## config.mk

```make
export PLATFORM = sky130hd
export DESIGN_NAME = lpht_hash
export DESIGN_NICKNAME = d
export VERILOG_FILES = /design/src/design/lpht_pkg.sv /design/src/design/lpht_hash.sv
export SDC_FILE = /design/constraint.sdc
export NUM_CORES = 1
export LEC_CHECK = 0
export CORE_ASPECT_RATIO = 1.2
export CORE_MARGIN = 3
export CORE_UTILIZATION = 25
export CTS_CLUSTER_SIZE = 30
export DETAILED_ROUTE_END_ITERATION = 6
export DONT_BUFFER_PORTS = 1
export PLACE_DENSITY = 0.43
export SLEW_MARGIN = 15
export SYNTH_ARGS = -nofsm -noshare
export SYNTH_HDL_FRONTEND = slang
export SYNTH_SLANG_ARGS = --single-unit
```

## constraint.sdc

```tcl
create_clock -name i_clk -period 11.8 [get_ports i_clk]
set_clock_uncertainty 0.1 [all_clocks]
set_input_delay 2.36 -clock i_clk [delete_from_list [all_inputs] [get_ports i_clk]]
set_output_delay 2.36 -clock i_clk [all_outputs]
set_load 0.02 [all_outputs]
```

## src/design/lpht_pkg.sv

```systemverilog
// Shared types and constants of the linear probing hash table.
package lpht_pkg;

    localparam int KEY_W           = 64;
    localparam int NAME_W          = 64;
    localparam int KIND_W          = 32;
    localparam int SLOT_W          = 6;
    localparam int STATUS_W        = 2;
    localparam int OP_W            = 2;
    localparam int TSIZE_W         = 7;
    localparam logic [TSIZE_W-1:0] TSIZE_RST = 7'd64;
    localparam int DEF_TABLE_DEPTH = 64;
    localparam int DEF_KEY_BYTES   = 8;

    typedef enum logic [OP_W-1:0] {
        OP_INSERT = 2'd0,
        OP_SEARCH = 2'd1,
        OP_UPDATE = 2'd2,
        OP_DELETE = 2'd3
    } t_op;

    typedef enum logic [STATUS_W-1:0] {
        ST_OK        = 2'd0,
        ST_FULL      = 2'd1,
        ST_NOT_FOUND = 2'd2
    } t_status;

    typedef enum logic [1:0] {
        MARK_EMPTY   = 2'd0,
        MARK_USED    = 2'd1,
        MARK_DELETED = 2'd2
    } t_mark;

    typedef enum logic [2:0] {
        S_CLEAR,
        S_IDLE,
        S_HASH,
        S_PROBE,
        S_DONE
    } t_state;

    typedef struct packed {
        logic [KEY_W-1:0]  key;
        logic [NAME_W-1:0] name;
        logic [KIND_W-1:0] kind;
    } t_entry;

endpackage

```

## src/design/lpht_hash.sv

```systemverilog
// Home slot unit: byte sum of the key, reduced modulo the table size one bit per cycle.
module lpht_hash
    import lpht_pkg::*;
#(
    parameter int TABLE_DEPTH = DEF_TABLE_DEPTH,
    parameter int KEY_BYTES   = DEF_KEY_BYTES
) (
    input  logic                             i_clk,
    input  logic                             i_rst_n,
    input  logic                             i_start,
    input  logic [KEY_W-1:0]                 i_key,
    input  logic [$clog2(TABLE_DEPTH+1)-1:0] i_size,
    output logic                             o_done,
    output logic [$clog2(TABLE_DEPTH)-1:0]   o_home
);

    localparam int AW   = $clog2(TABLE_DEPTH);
    localparam int SW   = $clog2(TABLE_DEPTH + 1);
    localparam int SUMW = $clog2(KEY_BYTES * 255 + 1);
    localparam int CNTW = $clog2(SUMW + 1);

    logic            r_busy, n_busy;
    logic            r_done, n_done;
    logic [CNTW-1:0] r_cnt, n_cnt;
    logic [SUMW-1:0] r_sum, n_sum;
    logic [SW-1:0]   r_rem, n_rem;
    logic [SW-1:0]   r_size, n_size;
    logic [SUMW-1:0] w_sum;
    logic [SW:0]     w_rem2;
    logic [SW:0]     w_diff;

    always_comb begin
        w_sum = '0;
        for (int b = 0; b < KEY_BYTES; b++) begin
            w_sum = w_sum + SUMW'(i_key[8*b +: 8]);
        end
    end

    // restoring remainder step
    assign w_rem2 = {r_rem, r_sum[SUMW-1]};
    assign w_diff = w_rem2 - {1'b0, r_size};

    always_comb begin
        n_busy = r_busy;
        n_done = 1'b0;
        n_cnt  = r_cnt;
        n_sum  = r_sum;
        n_rem  = r_rem;
        n_size = r_size;
        if (i_start) begin
            n_busy = 1'b1;
            n_cnt  = CNTW'(SUMW);
            n_sum  = w_sum;
            n_rem  = '0;
            n_size = i_size;
        end else if (r_busy) begin
            n_rem = (w_rem2 >= {1'b0, r_size}) ? w_diff[SW-1:0] : w_rem2[SW-1:0];
            n_sum = r_sum << 1;
            n_cnt = r_cnt - 1'b1;
            if (r_cnt == CNTW'(1)) begin
                n_busy = 1'b0;
                n_done = 1'b1;
            end
        end
    end

    always_ff @(posedge i_clk) begin
        if (!i_rst_n) begin
            r_busy <= 1'b0;
            r_done <= 1'b0;
        end else begin
            r_busy <= n_busy;
            r_done <= n_done;
        end
    end

    always_ff @(posedge i_clk) begin
        r_cnt  <= n_cnt;
        r_sum  <= n_sum;
        r_rem  <= n_rem;
        r_size <= n_size;
    end

    assign o_done = r_done;
    assign o_home = r_rem[AW-1:0];

endmodule

```

# Word-level counts from Yosys, hierarchy flattened
# Index checks and enable logic that the tools add are counted.
# Widths: inputs -> output; s select.
[classes]
reduce_logical = 2
add_sub_neg = 9
order_cmp = 1
eq_ne = 1
n_bitwise = 2
n_mux = 7
[ops]
columns = ["op", "count"]
rows = [
  ["$add 11x8->11", 4],
  ["$mux 11", 2],
  ["$add 10x8->11", 1],
  ["$add 9x8->10", 1],
  ["$add 8x8->9", 1],
  ["$ge 8x7->1", 1],
  ["$mux 7", 1],
  ["$sub 7x7->7", 1],
  ["$eq 4x1->1 const B", 1],
  ["$mux 1", 4],
  ["$sub 4x1->4 const B", 1],
  ["$reduce_or 3->1", 1],
  ["$not 1->1", 2],
  ["$reduce_bool 2->1", 1],
]
[totals]
output_inout_bits = 7
reg_bits = 31
word_cells = 28
input_bits = 74

# Logic depth before layout (Yosys ltp)
[depth]
word_depth = 8
ltp_mapped = 14
mapped_depth_nobuf = 14

# Worst setup path after synthesis
# Ideal clock, no wire load.
[synth_path]
path_kind = "input to register"
from = "input i_key[2]"
to = "register r_sum[10] (data pin)"
arrival_time_ns = 6.041
path_buffers = 0
path_stages = 14
setup_slack_ns = 5.400
path_cell_list = "inv_1 > fa_1 > inv_1 > fa_1 > fa_1 > inv_1 > fa_1 > inv_1 > ha_1 > fa_1 > a21oi_1 > o21ai_1 > o31a_1 > o31a_1"
[synth_via]
elab_chain_cells = 8
[synth_rtl]
columns = ["element", "line", "source"]
rows = [
  ["start: declaration", "lpht_hash.sv:11", "input logic [KEY_W-1:0] i_key,"],
  ["$add 8x8->9", "lpht_hash.sv:35", "w_sum = w_sum + SUMW'(i_key[8*b +: 8]);"],
  ["$add 9x8->10", "lpht_hash.sv:35", ""],
  ["$add 10x8->11", "lpht_hash.sv:35", ""],
  ["$add 11x8->11 (4 in series)", "lpht_hash.sv:35", ""],
  ["$mux 11", "lpht_hash.sv:50", "if (i_start) begin"],
  ["net n_sum[10]", "lpht_hash.sv:25", "logic [SUMW-1:0] r_sum, n_sum;"],
  ["end signal: assignment", "lpht_hash.sv:79", "r_sum <= n_sum;"],
  ["end: declaration", "lpht_hash.sv:25", ""],
]
# The timed path passes the listed nets, and every way through them passes these cells.
# A chain may end at the register's enable or synchronous reset.

# Worst setup path after layout
# Same ends and word-level chain as after synthesis.

==> impl_results.html <==
<table>
<tr><th>Metric</th><th>Value</th></tr>
<tr><th colspan="2">Outcome</th></tr>
<tr><td>Run status</td><td>completed</td></tr>
<tr><th colspan="2">Placement</th></tr>
<tr><td>HPWL after detailed placement</td><td>5.250 mm</td></tr>
<tr><td>Final GP Congestion</td><td>0.7715</td></tr>
<tr><td>Worst slack at placement</td><td>5.195 ns</td></tr>
<tr><td>Buffers added on ports</td><td>0</td></tr>
<tr><th colspan="2">Yosys</th></tr>
<tr><td>Library cells used by synthesis</td><td>50</td></tr>
<tr><td>Portion of the post-synthesis area used by sequential elements</td><td>23.33%</td></tr>
<tr><td>Flops &amp; latches, synth</td><td>31</td></tr>
<tr><td>Count of mapped cells out of synthesis</td><td>365</td></tr>
<tr><td>Post-synth net total</td><td>507</td></tr>
<tr><td>Main area contributors after synthesis</td><td>fa_1 (28%), edfxtp_1 (16%), inv_1 (14%)</td></tr>
<tr><td>Count of flip-flops with a built-in enable after synthesis</td><td>18</td></tr>
<tr><td>Post-synth top flop</td><td>edfxtp_1</td></tr>
<tr><td>Area share of the largest cell type after synthesis</td><td>28.00%</td></tr>
<tr><td>Fraction of registers with async set or reset after synthesis</td><td>0%</td></tr>
<tr><td>Largest area contributor in the netlist</td><td>fa_1</td></tr>
<tr><td>Total of warnings raised by yosys</td><td>0</td></tr>
<tr><td>Syn Std Cell Area</td><td>3432 sq um</td></tr>
<tr><td>Average cell area after synthesis</td><td>9.403 sq um</td></tr>
<tr><th colspan="2">Timing</th></tr>
<tr><td>Worst Slack Setup Final</td><td>5.516 ns</td></tr>
<tr><td>Final hold viol count</td><td>0</td></tr>
<tr><td>Slew @ Worst Pin</td><td>0.7409 ns</td></tr>
<tr><td>Period utilisation layout</td><td>53.25%</td></tr>
<tr><td>Worst hold margin</td><td>0.3994 ns</td></tr>
<tr><td>Slew margin rel.</td><td>50.54%</td></tr>
<tr><td>Final critical delay including setup and external delays</td><td>6.284 ns</td></tr>
<tr><td>Unrepaired setup endpoints after global routing</td><td>false</td></tr>
<tr><td>Post-route setup TNS</td><td>0 ns</td></tr>
<tr><td>Highest clock rate</td><td>0.1591 GHz</td></tr>
<tr><td>Slew Viols, Final</td><td>0</td></tr>
<tr><td>Setup violations, final</td><td>0</td></tr>
<tr><th colspan="2">Global route</th></tr>
<tr><td>Number of global-route vias before repair</td><td>2,437</td></tr>
<tr><td>Remaining global-route overflow</td><td>0</td></tr>
<tr><td>Antenna violations before repair</td><td>3</td></tr>
<tr><td>Pin count of the biggest net entering global routing</td><td>29</td></tr>
<tr><td>Global-route wire length before repair</td><td>11.11 mm</td></tr>
<tr><td>Global router's overall resource usage</td><td>8.802%</td></tr>
<tr><th colspan="2">Die</th></tr>
<tr><td>Initial Utilization</td><td>25.70%</td></tr>
<tr><td>Die area</td><td>15,180 sq um</td></tr>
<tr><td>I/O Pins</td><td>81</td></tr>
<tr><td>Core Footprint</td><td>13,350 sq um</td></tr>
<tr><td>Die span in x</td><td>113.0 microns</td></tr>
<tr><td>Floorplan row count</td><td>46</td></tr>
<tr><td>Vert. Die Dim</td><td>134.4 microns</td></tr>
<tr><th colspan="2">Detailed routing</th></tr>
<tr><td>Drt first pass iters</td><td>4</td></tr>
<tr><td>Vias per std cell</td><td>4.315</td></tr>
<tr><td>Total detailed-routing wirelength</td><td>6.214 mm</td></tr>
<tr><td>DRC violation count after routing</td><td>0</td></tr>
<tr><td>Via count</td><td>2,287</td></tr>
<tr><td>Final antenna-violating net count</td><td>0</td></tr>
<tr><td>Detailed router's first-iteration violation count</td><td>93</td></tr>
<tr><td>Post-DR wirelength/cell</td><td>11.72 microns</td></tr>
<tr><th colspan="2">Setup path</th></tr>
<tr><td>Critical path data arrival time</td><td>6.21 ns</td></tr>
<tr><td>Crit path kind</td><td>primary input to flip-flop</td></tr>
<tr><td>Series of cell instances along the critical path</td><td>inv_1 &gt; fa_1 &gt; inv_1 &gt; fa_1 &gt; fa_1 &gt; inv_1 &gt; fa_1 &gt; inv_1 &gt; ha_1 &gt; fa_1 &gt; a21oi_1 &gt; o21ai_1 &gt; o31a_1 &gt; o31a_1</td></tr>
<tr><td>Highest-delay cell along the critical path</td><td>fa_1</td></tr>
<tr><td>Buffers and inverters on the worst path</td><td>4</td></tr>
<tr><td>Setup crit end kind</td><td>flip-flop</td></tr>
<tr><td>Slowest Stage Delay on Critical Path</td><td>0.54 ns</td></tr>
<tr><td>Required time of the worst setup path</td><td>11.72 ns</td></tr>
<tr><td>Dominant delay contributor by cell family on the critical path</td><td>adder cells</td></tr>
<tr><td>Element type at the critical path start</td><td>primary input</td></tr>
<tr><td>Top fanout value on the critical path</td><td>3</td></tr>
<tr><td>Critical path's most frequent cell</td><td>fa_1</td></tr>
<tr><th colspan="2">CTS</th></tr>
<tr><td>CTS buffer count</td><td>5</td></tr>
<tr><td>Number of buffers on the longest clock path</td><td>2</td></tr>
<tr><td>Clock tree from TritonCTS</td><td>done</td></tr>
<tr><td>Buffers inserted during post-CTS setup optimization</td><td>0</td></tr>
<tr><td>Clk Tree Root Cell</td><td>clkbuf_16</td></tr>
<tr><td>Post-CTS Hold Buffers</td><td>0</td></tr>
<tr><td>Total of cells resized after clock tree synthesis</td><td>0</td></tr>
<tr><td>CTS HTree Levels</td><td>2</td></tr>
<tr><td>Clock insertion delay at the later pin of the skew report</td><td>0.28 ns</td></tr>
<tr><td>Clk pin slew, worst setup/hold paths</td><td>0.05 ns</td></tr>
<tr><td>Clock sink count</td><td>31</td></tr>
<tr><th colspan="2">Flow run</th></tr>
<tr><td>Max_cap viols</td><td>0</td></tr>
<tr><th colspan="2">Finish</th></tr>
<tr><td>Net count, final</td><td>502</td></tr>
<tr><td>Most frequent standard cell in the layout excluding fill and tap cells</td><td>inv_1</td></tr>
<tr><td>Total of fill cells in the finished design</td><td>1,438</td></tr>
<tr><td>Ratio of cells with drive above 1 in the final layout</td><td>4.986%</td></tr>
<tr><td>Most used cells in the layout excluding fill and tap cells</td><td>inv_1 (124), fa_1 (48), ha_1 (20)</td></tr>
<tr><td>Synth-to-Final Area Change</td><td>9.406%</td></tr>
<tr><th colspan="2">Worst hold path</th></tr>
<tr><td>Class of the tightest hold or removal check</td><td>flip-flop to flip-flop</td></tr>
<tr><th colspan="2">Pwr</th></tr>
<tr><td>Pwr/cell area</td><td>202.4 nW/um^2</td></tr>
<tr><td>LEAKAGE</td><td>0.001858 uW</td></tr>
<tr><td>Total power</td><td>760.0 uW</td></tr>
<tr><td>Peak supply drop</td><td>0.07833 mV</td></tr>
</table>
[registers in the layout, summed over array words and instances, names as in the netlist]
signal  flops
o_done      1
r_busy      1
r_cnt       4
r_rem       7
r_size      7
r_sum      11
[area by class of cell]
| cell class | instances | area (sq um) | area share (%) |
|---|---|---|---|
| Clock buffer | 7 | 153.9 | 4.099 |
| Inverter | 124 | 465.4 | 12.40 |
| Multi-Input combinational cell | 198 | 2092 | 55.71 |
| Clock inverter | 1 | 30.03 | 0.7997 |
| Sequential cell | 31 | 800.8 | 21.33 |
| Tap cell | 168 | 210.2 | 5.598 |
| Antenna cell | 1 | 2.502 | 0.06664 |
[report_power, final]
group          total [uW]  internal [uW]  switching (uW)
logic                 435            199             236
registers             165            153            12.2
clock network         160            112            47.2
[per-stage QoR]
stage / instances / util (%) / area (sq um)
floorplan: 365 / - / 3432
global placement: 521 / 26.72 / 3568
detailed placement: 521 / 26.72 / 3568
CTS: 529 / 28.10 / 3752
global route: 530 / 28.12 / 3755
finish: 530 / 28.12 / 3755
[per-layer routing]
layer  vias up  GRT usage [%]  share of wire [%]
met3        11          2.392                5.4
met5         -              0               0.34
met1      1098          10.94                 42
li1       1127              -                  -
met4         4          2.605                1.4
met2        47          14.92                 51
[tightest hold or removal path: cells and delay by family, from the launching register on]
| kind | cells | cell delay [ns] |
|---|---|---|
| and+or+nand+nor | 1 | 0.05 |
| xor gates and xnor gates | 1 | 0.08 |
| DFF | 1 | 0.34 |
[worst paths after layout]
check / cells past startpoint / slack (ns) / endpoint / startpoint
worst max-delay path: 14 / 5.52 / r_sum[10] / i_key[2]
worst max register to register: 6 / 9.52 / r_rem[4] / r_rem[0]
worst min register to register: 2 / 0.40 / r_cnt[3] / r_cnt[3]
worst min-delay path: 2 / 0.40 / r_cnt[3] / r_cnt[3]
[synth_stat cells (all sizes together) (7+ instances only)]
cell type and number:
a21oi 7, buf 9, dfxtp 13, edfxtp 18
fa 48, ha 20, inv 124, nand2 15
nor2 8, nor2b 7, o21ai 8
[kinds of logic (layout without fill, tap and decap cells)]
logic type	after synthesis	count (layout)	share of synthesized area, %
flops	31	31	23.33
buf+inv	136	132	15.71
xor+xnor	8	8	2.042
fa+ha+maj	68	68	35.29
simple gates	65	65	10.61
compound gates	52	52	11.37
mux	5	5	1.640
other cells	0	1	0
(Power assumes the default switching activity.)
